<file path="src/mf3_pkg.sv">
`default_nettype none
package mf3_pkg;

   localparam int MAX_WIDTH    = 4096;
   localparam int CHANNEL_BITS = 8;
   localparam int ADDR_BITS    = $clog2(MAX_WIDTH);
   localparam int POS_BITS     = 12;
   localparam int DIM_BITS     = 13;
   localparam int WIN_TAPS     = 9;
   localparam int MEDIAN_RANK  = WIN_TAPS / 2;
   localparam int CNT_BITS     = $clog2(WIN_TAPS + 1);
   localparam int DATA_BITS    = 32;
   localparam int PADDR_BITS   = 3;
   localparam int COUNT_LIMIT  = 4096;
   localparam int WIDTH_LIMIT  = (MAX_WIDTH < COUNT_LIMIT) ? MAX_WIDTH : COUNT_LIMIT;
   localparam logic [DIM_BITS-1:0] WIDTH_RESET  = DIM_BITS'(640);
   localparam logic [DIM_BITS-1:0] HEIGHT_RESET = DIM_BITS'(480);

   typedef enum logic {
      REG_IMAGE_WIDTH  = 1'b0,
      REG_IMAGE_HEIGHT = 1'b1
   } reg_index_type;

   typedef logic [CHANNEL_BITS-1:0] chan_type;
   typedef chan_type [2:0] pix_type;
   typedef pix_type [2:0] column_type;
   typedef column_type [2:0] window_type;
   typedef chan_type [WIN_TAPS-1:0] taps_type;

   typedef struct packed {
      logic [POS_BITS-1:0] row;
      logic [POS_BITS-1:0] col;
      logic                row_a;
      logic                row_b;
      logic                r_ge2;
      logic                col_a;
      logic                col_b;
      logic                c_ge2;
   } job_type;

endpackage
`default_nettype wire

</file>
<file path="src/mf3_csr.sv">
`default_nettype none
module mf3_csr
   import mf3_pkg::*;
(
   input  wire logic                  clock,
   input  wire logic                  reset,
   input  wire logic                  psel,
   input  wire logic                  penable,
   input  wire logic                  pwrite,
   input  wire logic [PADDR_BITS-1:0] paddr,
   input  wire logic [DATA_BITS-1:0]  pwdata,
   output logic      [DATA_BITS-1:0]  prdata,
   output logic                       pready,
   output logic      [DIM_BITS-1:0]   image_width,
   output logic      [DIM_BITS-1:0]   image_height
);

   logic [DIM_BITS-1:0] width_ff, width_in;
   logic [DIM_BITS-1:0] height_ff, height_in;
   reg_index_type       index;
   logic                wr;

   assign index  = reg_index_type'(paddr[2]);
   assign wr     = psel & penable & pwrite;
   assign pready = 1'b1;

   always_comb begin
      width_in  = width_ff;
      height_in = height_ff;
      if (wr) begin
         unique case (index)
            REG_IMAGE_WIDTH:  width_in  = pwdata[DIM_BITS-1:0];
            REG_IMAGE_HEIGHT: height_in = pwdata[DIM_BITS-1:0];
            default: ;
         endcase
      end
   end

   always_comb begin
      unique case (index)
         REG_IMAGE_WIDTH:  prdata = DATA_BITS'(width_ff);
         REG_IMAGE_HEIGHT: prdata = DATA_BITS'(height_ff);
         default:          prdata = '0;
      endcase
   end

   always_ff @(posedge clock) begin
      if (reset) begin
         width_ff  <= WIDTH_RESET;
         height_ff <= HEIGHT_RESET;
      end else begin
         width_ff  <= width_in;
         height_ff <= height_in;
      end
   end

   assign image_width  = width_ff;
   assign image_height = height_ff;

endmodule
`default_nettype wire

</file>
<file path="config.mk">
export PLATFORM = sky130hd
export DESIGN_NAME = mf3_csr
export DESIGN_NICKNAME = d
export VERILOG_FILES = /design/src/mf3_pkg.sv /design/src/mf3_csr.sv
export SDC_FILE = /design/constraint.sdc
export NUM_CORES = 1
export LEC_CHECK = 0
export BUFFER_PORTS_ARGS = -buffer_cell sky130_fd_sc_hd__buf_2
export CAP_MARGIN = 40
export CORE_AREA = 2 2 60 62
export CTS_BUF_LIST = sky130_fd_sc_hd__clkbuf_8 sky130_fd_sc_hd__clkbuf_16
export CTS_CLUSTER_SIZE = 25
export DETAILED_ROUTE_END_ITERATION = 10
export DIE_AREA = 0 0 62 64
export PLACE_DENSITY = 0.83
export SLEW_MARGIN = 20
export SYNTH_ARGS = -nofsm -noshare
export SYNTH_HDL_FRONTEND = slang
export SYNTH_SLANG_ARGS = --single-unit
</file>
<file path="constraint.sdc">
create_clock -name clock -period 1.71 [get_ports clock]
set_input_delay 0.2565 -clock clock [delete_from_list [all_inputs] [get_ports clock]]
set_output_delay 0.2565 -clock clock [all_outputs]
set_load 0.01 [all_outputs]
</file>
==> impl_results.md, run 1 <==
- Antenna Nets Post-Route: 0
- # hold bufs at CTS: 0
- TritonRoute pass-1 iters: 3
- CP required: 1.45 ns
- VDD IR-drop max: 330 uV
- Fmax: 0.723 GHz
- Warnings from Yosys: 0
- Clock tree buffer depth: 2
- Hold Path Depth: 3
- DRC Markers: 0
- TNS Setup: 0 ns
- Std-Cell Core Area: 3280 um^2
- Die W: 62 um
- Initial antenna violation count: 0
- RSZ-0062 raised after global routing: false
- Max Slew Vio Count: 0
- Static leakage: 0.848 nW
- Worst-case reg-to-reg path depth: 2
- Antenna cells: 0
- Hold Crit Class: primary input to flop
- Sinks on Clock Net: 26
- Final period util: 80.8%
- Root buffer cell: clkbuf_8
- Share of total power in combinational logic: 14.4%
- Pre-CTS setup slack: 0.202 ns
- PostCTS Resize Cnt: 0
- Port-buffer cells: 57
- Die Ht: 64 um
- Number of global-route vias before repair: 894
- Tmin final: 1.38 ns
- Worst Setup End Kind: output port
- Crit path max fanout: 9
- Reg2Reg Setup Slack: 1.07 ns
- Total global-route track usage: 13.4%
- Final setup violation count: 0
- DRT Wirelength: 2620 um
- Psw: 283 uW
- Worst-margin pin slew: 0.669 ns
- Synth cell types: 13
- Gate Count Post-Synth: 142
- H-Tree Depth: 1
- Internal: 903 uW
- Clock skew: 0 ns
- Yosys reg bits: 26
- Top-Level Pins: 99
- DR vias: 1063
- Die area: 3970 um^2
- Grt ovf: 0
- Vias per cell: 4.41
- Switching Share: 23.9%
- WP data arrival: 1.13 ns
- Final nets: 236
- Mean post-synth cell area: 9.99 um^2
- Largest net degree at the start of global routing: 44
- FP Rows: 21
- Hold Violations, Final: 0
- Max-Cap Viols: 0
- DR WL/cell: 10.9 um
- Cts bufs inserted: 3
- Worst-path clk slew: 0.09 ns
- Synth Cell Area: 1420 um^2
- GPL Wtd Cong: 0.683
- Max transition margin: 55.3%
- Fillcell total: 325
- Clock Latency Late Sink: 0.26 ns
- Outcome: finished clean
- HPWL Detailed: 2000 um
- Clock power frac: 32.6%
- Setup crit start kind: primary input
- Initial cell density of the core: 43.2%
- Syn-to-layout area delta: 20.5%
- Pwr Density: 694 nW/um^2
- DRT iter0 DRCs: 57
- Layout cell share with drive strength beyond 1: 39.5%
- Crit Path Class: primary input to output port
- Seq/Total Area, Yosys: 36.7%
- Global-route wire length before repair: 4010 um
- Reg power frac: 52.9%
- Final worst setup slack: 0.328 ns
- Setup bufs post-CTS: 0
- CTS tree: yes
## per-layer routing
layer	wire (um)	track usage (%)
met5	0	0
met4	27	5.59
met3	135	2.02
met2	1290	23.0
met1	1180	15.8
## logic make-up after synthesis
family        count (synthesis)  synth area share, %
simple gates                 47                 19.8
mux                          39                 28.7
buf+inv                      28                 14.3
flops                        26                 36.7
other cells                   2                0.529
## sequential cells by signal (all words and copies together), names as in the netlist
name and flops:
image_height 13, image_width 13
## cell usage in the layout, fill, tap and decap left out
cell type	count
dfxtp_1	26
mux2_2	13
buf_2	57
buf_12	1
conb_1	20
clkbuf_8	4
nor2_1	11
nand2b_1	32
nand4_2	1
and4b_1	1
mux2i_1	26
buf_4	1
and4_1	1
nand4b_1	1
## power by group through the flow
stage | logic, mW | clock network [mW] | registers (mW)
final | 0.171 | 0.387 | 0.628
after global routing | 0.191 | 0.416 | 0.630
after CTS | 0.172 | 0.400 | 0.628
after detailed placement | 0.172 | 0 | 0.642
after global placement | 0.169 | 0 | 0.641
after floorplan | 0.140 | 0 | 0.647
## synthesized netlist by cell type (all sizes together)
cell,instances,share of area (%)
clkbuf,4,1.1
nor2,11,2.9
mux2i,26,18
buf,24,13
conb,2,0.53
nand4b,1,0.62
dfxtp,26,37
and4b,1,0.71
and4,1,0.62
nand2b,32,14
nand4,1,0.88
mux2,13,10
## per-stage QoR
step,hold WS [ns],util (%),power (mW),instance area (um^2),cells
6_report,0.255,52.0,1.19,1710,241
5_1_grt,0.252,52.0,1.24,1710,241
4_1_cts,0.255,52.0,1.20,1710,241
3_5_place_dp,0.478,50.4,0.814,1650,237
3_3_place_gp,0.468,50.4,0.811,1650,237
2_1_floorplan,0.412,-,0.787,1490,160
## critical path, stage by stage
cell	delay, ns
buf_2	0.23
buf_12	0.17
mux2_2	0.34
buf_2	0.14
## layout make-up
type	count	area (um^2)	share of cell area, %
flip-flops and latches	26	520	30.5
repair buffers	59	313	18.3
clock buffers	4	55.1	3.22
multi-input cells	106	763	44.7
well taps	46	57.6	3.37
## worst paths after layout
check                                      to                        start
hold reg to reg   image_width[0]$_SDFFE_PP0P_  image_width[0]$_SDFFE_PP0P_
setup reg to reg  image_width[9]$_SDFFE_PP1P_  image_width[9]$_SDFFE_PP1P_
hold / removal    image_width[6]$_SDFFE_PP0P_                    pwdata[6]
setup / recovery                    prdata[5]                     paddr[2]
Note: power is estimated with default switching activity, not from simulation.
==> inputs of run 2 (changes only) <==
CORE_AREA = 2 2 62 64   (was 2 2 60 62)
DIE_AREA = 0 0 64 66   (was 0 0 62 64)
PLACE_DENSITY = 0.78   (was 0.83)
clock period = 1.28 ns   (was 1.71 ns; I/O delays follow)
==> run 2 against run 1 <==
  * First-iteration DRC count fell by 49%
  * Worst hold slack got worse by 0.056 ns
  * Utilization fell by 3.4 points
  * Total power rose by 28%
  * Non-clock buffer count rose by 4
  * Clock power rose by 14%
  * Register-to-register slack got worse by 0.41 ns
  * Combinational power rose by 37%
  * Sequential share of layout area fell by 0.33 points
==> impl_results.md, run 2 (synthesis gave the netlist of run 1 again) <==
- Hold Crit Class: primary input to flop (unchanged)
- DR WL/cell: 11.1 um (was 10.9 um)
- Grt ovf: 0 (unchanged)
- Initial cell density of the core: 40.0% (was 43.2%)
- TritonRoute pass-1 iters: 4 (was 3)
- Clock Latency Late Sink: 0.26 ns (about the same)
- Post-Layout Inst Area: 1730 um^2 (was 1710 um^2)
- Hold Violations, Final: 0 (unchanged)
- Most frequent cells in the layout: 57 x buf_2, 32 x nand2b_1, 26 x mux2i_1, 26 x dfxtp_1, 20 x conb_1 (unchanged)
- DRT iter0 DRCs: 29 (was 57)
- CP required: 1.09 ns (was 1.45 ns)
- WP buf/inv: 3 (unchanged)
- Final nets: 240 (was 236)
- Final period util: 91.8%
- Layout cell share with drive strength beyond 1: 40.4% (was 39.5%)
- Global-route wire length before repair: 4550 um (was 4010 um)
- Antenna cells: 0 (unchanged)
- Commonest non-fill, non-tap cell in the layout: buf_2 (unchanged)
- VDD IR-drop max: 295 uV (was 330 uV)
- Met2 Use GR: 22.8% (was 23.0%)
- Max Slew Vio Count: 0 (unchanged)
- Worst Setup End Kind: output port (unchanged)
- Delay-heaviest family, CP: buffers and inverters (unchanged)
- Max transition margin: 63.5% (was 55.3%)
- Setup bufs post-CTS: 0 (unchanged)
- # hold bufs at CTS: 0 (unchanged)
- Setup crit start kind: primary input (unchanged)
- Die Ht: 66 um (was 64 um)
- Util after Layout: 48.7% (was 52.0%)
- GR Util met3: 3.41% (was 2.02%)
- PostCTS Resize Cnt: 0 (unchanged)
- Top-Level Pins: 99 (unchanged)
- Initial antenna violation count: 0 (unchanged)
- Die area: 4220 um^2 (was 3970 um^2)
- Final setup violation count: 0 (unchanged)
- Largest net degree at the start of global routing: 44 (unchanged)
- Outcome: finished clean (unchanged)
- Fmax: 0.851 GHz
- Placed Instance Area: 1690 um^2 (was 1650 um^2)
- DRT Wirelength: 2730 um (was 2620 um)
- Total global-route track usage: 13.6% (was 13.4%)
- CTS tree: yes (unchanged)
- Clock tree buffer depth: 2 (unchanged)
- Top Usage Layer GRT: met2 (unchanged)
- Number of global-route vias before repair: 984 (was 894)
- Static leakage: 0.858 nW (was 0.848 nW)
- WP data arrival: 0.98 ns (was 1.13 ns)
- Pwr Density: 876 nW/um^2 (was 694 nW/um^2)
- Std-Cell Core Area: 3550 um^2 (was 3280 um^2)
- Tmin final: 1.18 ns
- Cts bufs inserted: 3 (unchanged)
- GPL Wtd Cong: 0.704 (was 0.683)
- Sinks on Clock Net: 26 (unchanged)
- Root buffer cell: clkbuf_8 (unchanged)
- Antenna Nets Post-Route: 0 (unchanged)
- Die W: 64 um (was 62 um)
- Met1 Use GR: 17.2% (was 15.8%)
- DR vias: 1071 (was 1063)
- HPWL Detailed: 2110 um (was 2000 um)
- Worst-margin pin slew: 0.547 ns (was 0.669 ns)
- Clock skew: 0 ns (unchanged)
- Port-buffer cells: 57 (unchanged)
- RSZ-0062 raised after global routing: false (unchanged)
- H-Tree Depth: 1 (unchanged)
- Max incr delay on CP: 0.34 ns (about the same)
- Min Hold Slack: 0.199 ns (was 0.255 ns)
- Worst-path clk slew: 0.08 ns (was 0.09 ns)
- DRC Markers: 0 (unchanged)
- Syn-to-layout area delta: 21.8% (was 20.5%)
- Vias per cell: 4.35 (was 4.41)
- FP Rows: 22 (was 21)
- Crit Path Class: primary input to output port (unchanged)
- CP dominant cell by count: buf_2 (unchanged)
- Crit-path cells: buf_2 > buf_4 > mux2_2 > buf_2 (was buf_2 > buf_12 > mux2_2 > buf_2)
- TNS Setup: 0 ns (unchanged)
- Max-Cap Viols: 0 (unchanged)
- Crit path max fanout: 8 (was 9)
- CP max stage cell: mux2_2 (unchanged)
run 2: cell types whose count changed in the layout (fill, tap and decap cells not counted):
| cell | change |
|---|---|
| clkbuf_8 | -1 |
| buf_4 | +4 |
run 2: final timing paths:
kind,slack (ns),depth (start not counted),start,to
max,0.10,4,paddr[2],prdata[0]
min reg2reg,0.49,2,image_width[1]$_SDFFE_PP0P_,image_width[1]$_SDFFE_PP0P_
min,0.20,3,pwdata[9],image_height[9]$_SDFFE_PP0P_
max reg2reg,0.66,2,image_width[7]$_SDFFE_PP1P_,image_width[7]$_SDFFE_PP1P_
run 2: worst reg2reg max path, stage by stage, from the launching register on:
cell     delay, ns
dfxtp_1       0.33
nor2_1        0.10
mux2i_1       0.08
run 2: area by class of cell:
cell class / count / area (um^2)
Fill cell: 353 / 1820
Tap cell: 48 / 60.1
Sequential cell: 26 / 520
Multi-Input combinational cell: 106 / 763
Timing Repair Buffer: 63 / 343
Clock buffer: 3 / 41.3
run 2: stage by stage:
| step | power [mW] | setup WS [ns] | std cells |
|---|---|---|---|
| after floorplan | 1.05 | 0.276 | 160 |
| after global placement | 1.09 | 0.0848 | 243 |
| after detailed placement | 1.09 | 0.0665 | 243 |
| after CTS | 1.55 | 0.0837 | 246 |
| after global routing | 1.60 | 0.0473 | 246 |
| final | 1.51 | 0.104 | 246 |
run 2: power breakdown:
group	internal [mW]	leakage [nW]	switching (mW)
Sequential	0.826	0.211	0.0122
Clock	0.210	0.0216	0.231
Combinational	0.110	0.626	0.125
run 2: per-layer routing:
| layer | share of wire [%] | vias up |
|---|---|---|
| met2 | 46 | 36 |
| li1 | - | 541 |
| met1 | 46 | 492 |
| met5 | 0 | - |
| met3 | 6.7 | 2 |
| met4 | 0.48 | 0 |
==> inputs of run 3 (changes only) <==
==> constraint.sdc (replaced) <==
create_clock -name clock -period 1.28 [get_ports clock]
set_input_delay 0.384 -clock clock [delete_from_list [all_inputs] [get_ports clock]]
set_output_delay 0.384 -clock clock [all_outputs]
set_load 0.01 [all_outputs]
==> run 3 against run 2 <==
  * The flow now finishes with violations (negative setup slack)
  * Sequential share of layout area down 2.9 points
  * Combinational power up 21%
  * Die area unchanged
  * Non-clock buffer count down 1
  * Design area up 11%
  * Critical path depth unchanged
  * Maximum frequency down 18%
  * Total power up 8.1%
  * First-iteration DRC count up 31%
==> impl_results.md, run 3 (synthesis gave the netlist of run 1 again) <==
- Outcome: finished, violations left (was finished clean)
- Failing checks: negative setup slack
- Max-Cap Viols: 0 (unchanged)
- Most frequent cells in the layout: 43 x buf_2, 32 x nand2b_1, 26 x mux2i_1, 26 x dfxtp_1, 20 x conb_1 (was 57 x buf_2, 32 x nand2b_1, 26 x mux2i_1, 26 x dfxtp_1, 20 x conb_1)
- Number of global-route vias before repair: 978 (was 984)
- RSZ-0062 raised after global routing: true (was false)
- Antenna cells: 0 (unchanged)
- Final period util: 112% (was 91.8%)
- Switching Share: 23.6% (was 24.3%)
- Post-Layout Inst Area: 1910 um^2 (was 1730 um^2)
- Max Slew Vio Count: 0 (unchanged)
- Top-Level Pins: 99 (unchanged)
- GPL Wtd Cong: 0.639 (was 0.704)
- Setup crit start kind: primary input (unchanged)
- DRT Wirelength: 2770 um (was 2730 um)
- Crit. path cell count: 4 (unchanged)
- Final nets: 239 (was 240)
- Crit path max fanout: 7 (was 8)
- Hold Crit Class: primary input to flop (unchanged)
- Worst-case reg-to-reg path depth: 2 (unchanged)
- Total global-route track usage: 13.5% (was 13.6%)
- Global-route wire length before repair: 4450 um (was 4550 um)
- WP buf/inv: 3 (unchanged)
- Total power: 1.64 mW (was 1.51 mW)
- R2r endpoint: image_width[6]$_SDFFE_PP0P_ (was image_width[7]$_SDFFE_PP1P_)
- Hold Violations, Final: 0 (unchanged)
- Psw: 387 uW (was 368 uW)
- Initial cell density of the core: 40.0% (unchanged)
- Syn-to-layout area delta: 34.7% (was 21.8%)
- DRT iter0 DRCs: 38 (was 29)
- Worst-margin pin slew: 0.571 ns (was 0.547 ns)
- FP Rows: 22 (unchanged)
- Max incr delay on CP: 0.30 ns (was 0.34 ns)
- DR WL/cell: 11.2 um (was 11.1 um)
- Port-buffer cells: 57 (unchanged)
- Vias per cell: 4.39 (was 4.35)
- CP required: 0.90 ns (was 1.09 ns)
- Reg power frac: 51.3% (was 55.4%)
- Die Ht: 66 um (unchanged)
- Min Hold Slack: 0.384 ns (was 0.199 ns)
- VDD IR-drop max: 408 uV (was 295 uV)
- Internal: 1.25 mW (was 1.15 mW)
- Tmin final: 1.43 ns (was 1.18 ns)
- Commonest non-fill, non-tap cell in the layout: buf_2 (unchanged)
- Max transition margin: 61.9% (was 63.5%)
- Crit-path cells: buf_8 > buf_12 > mux2_4 > buf_6 (was buf_2 > buf_4 > mux2_2 > buf_2)
- Pre-CTS setup slack: -0.243 ns (was 0.0665 ns)
- Crit path launch: paddr[2] (unchanged)
- Fmax: 0.697 GHz (was 0.851 GHz)
- Reg-to-reg startpoint: image_width[6]$_SDFFE_PP0P_ (was image_width[7]$_SDFFE_PP1P_)
- Share of total power in combinational logic: 17.4% (was 15.5%)
- Crit path to: prdata[2] (was prdata[0])
- Die W: 64 um (unchanged)
- Antenna Nets Post-Route: 0 (unchanged)
- Static leakage: 0.936 nW (was 0.858 nW)
- Crit Path Class: primary input to output port (unchanged)
- Clock tree buffer depth: 2 (unchanged)
- Pwr Density: 856 nW/um^2 (was 876 nW/um^2)
- Die area: 4220 um^2 (unchanged)
- TritonRoute pass-1 iters: 4 (unchanged)
- Placed Instance Area: 1750 um^2 (was 1690 um^2)
- HPWL Detailed: 1970 um (was 2110 um)
- # hold bufs at CTS: 0 (unchanged)
- Cts bufs inserted: 3 (unchanged)
- Sinks on Clock Net: 26 (unchanged)
- Worst-path clk slew: 0.08 ns (about the same)
- WP data arrival: 1.05 ns (was 0.98 ns)
- Final setup violation count: 13 (was 0)
- Final worst setup slack: -0.155 ns (was 0.104 ns)
- Initial antenna violation count: 0 (unchanged)
- Reg2Reg Setup Slack: 0.63 ns (was 0.66 ns)
- DR vias: 1079 (was 1071)
- Worst Setup End Kind: output port (unchanged)
- Clock power frac: 31.3% (was 29.1%)
- Clock Latency Late Sink: 0.26 ns (about the same)
- H-Tree Depth: 1 (unchanged)
- Layout cell share with drive strength beyond 1: 40.4% (unchanged)
- Largest net degree at the start of global routing: 44 (unchanged)
- Clock skew: 0 ns (unchanged)
- Grt ovf: 0 (unchanged)
- Delay-heaviest family, CP: buffers and inverters (unchanged)
- CP max stage cell: mux2_4 (was mux2_2)
- CTS tree: yes (unchanged)
- Root buffer cell: clkbuf_8 (unchanged)
- DRC Markers: 0 (unchanged)
- Std-Cell Core Area: 3550 um^2 (unchanged)
[run 3: what timing repair did]
action / CTS / global route
setup endpoints to repair: 13 / 13
buffers inserted: 1 / 0
gates resized for setup: 19 / 0
hold endpoints to repair: 0 / 0
[run 3: worst min-delay path by stage]
stage / end / startpoint / cells after the start / slack [ns]
after global placement: image_width[0]$_SDFFE_PP0P_ / image_width[0]$_SDFFE_PP0P_ / 2 / 0.47
after detailed placement: image_width[12]$_SDFFE_PP0P_ / image_width[12]$_SDFFE_PP0P_ / 2 / 0.47
after CTS: image_width[5]$_SDFFE_PP0P_ / pwdata[5] / 3 / 0.37
final: image_width[5]$_SDFFE_PP0P_ / pwdata[5] / 3 / 0.38
after floorplan: image_height[10]$_SDFFE_PP0P_ / image_height[10]$_SDFFE_PP0P_ / 2 / 0.50
after global routing: image_width[5]$_SDFFE_PP0P_ / pwdata[5] / 3 / 0.38
[run 3: layout make-up]
class                           count  area, um^2
Timing Repair Buffer               62         464
Fill cell                         346        1640
Multi-Input combinational cell    106         812
Sequential cell                    26         520
Clock buffer                        4        55.1
Tap cell                           48        60.1
[run 3: per-stage QoR]
| stage | util (%) | TNS, ns | std cells |
|---|---|---|---|
| global route | 53.8 | -2.06 | 246 |
| floorplan | - | -0.484 | 160 |
| global placement | 49.2 | -3.61 | 241 |
| detailed placement | 49.2 | -3.78 | 241 |
| CTS | 53.8 | -1.89 | 246 |
| finish | 53.8 | -1.92 | 246 |
[run 3: per-layer routing]
metal	part of all wire [%]	up-vias	global-route usage, %
met4	1.2	0	6.52
met5	0	-	0
met1	44	496	16.3
met2	49	46	23.8
li1	-	535	-
met3	6.4	2	1.36
[run 3: power by group through the flow]
stage | clock network, mW | registers [mW] | logic [mW]
after floorplan | 0 | 0.865 | 0.202
after global placement | 0 | 0.857 | 0.253
after detailed placement | 0 | 0.858 | 0.255
after CTS | 0.543 | 0.839 | 0.285
after global routing | 0.577 | 0.843 | 0.308
final | 0.513 | 0.839 | 0.285
[run 3: tightest hold or removal path, delay by kind of cell]
| family | cells | cell delay (ns) |
|---|---|---|
| and+or+nand+nor | 1 | 0.06 |
| buffers and inverters | 1 | 0.11 |
| muxes | 1 | 0.06 |
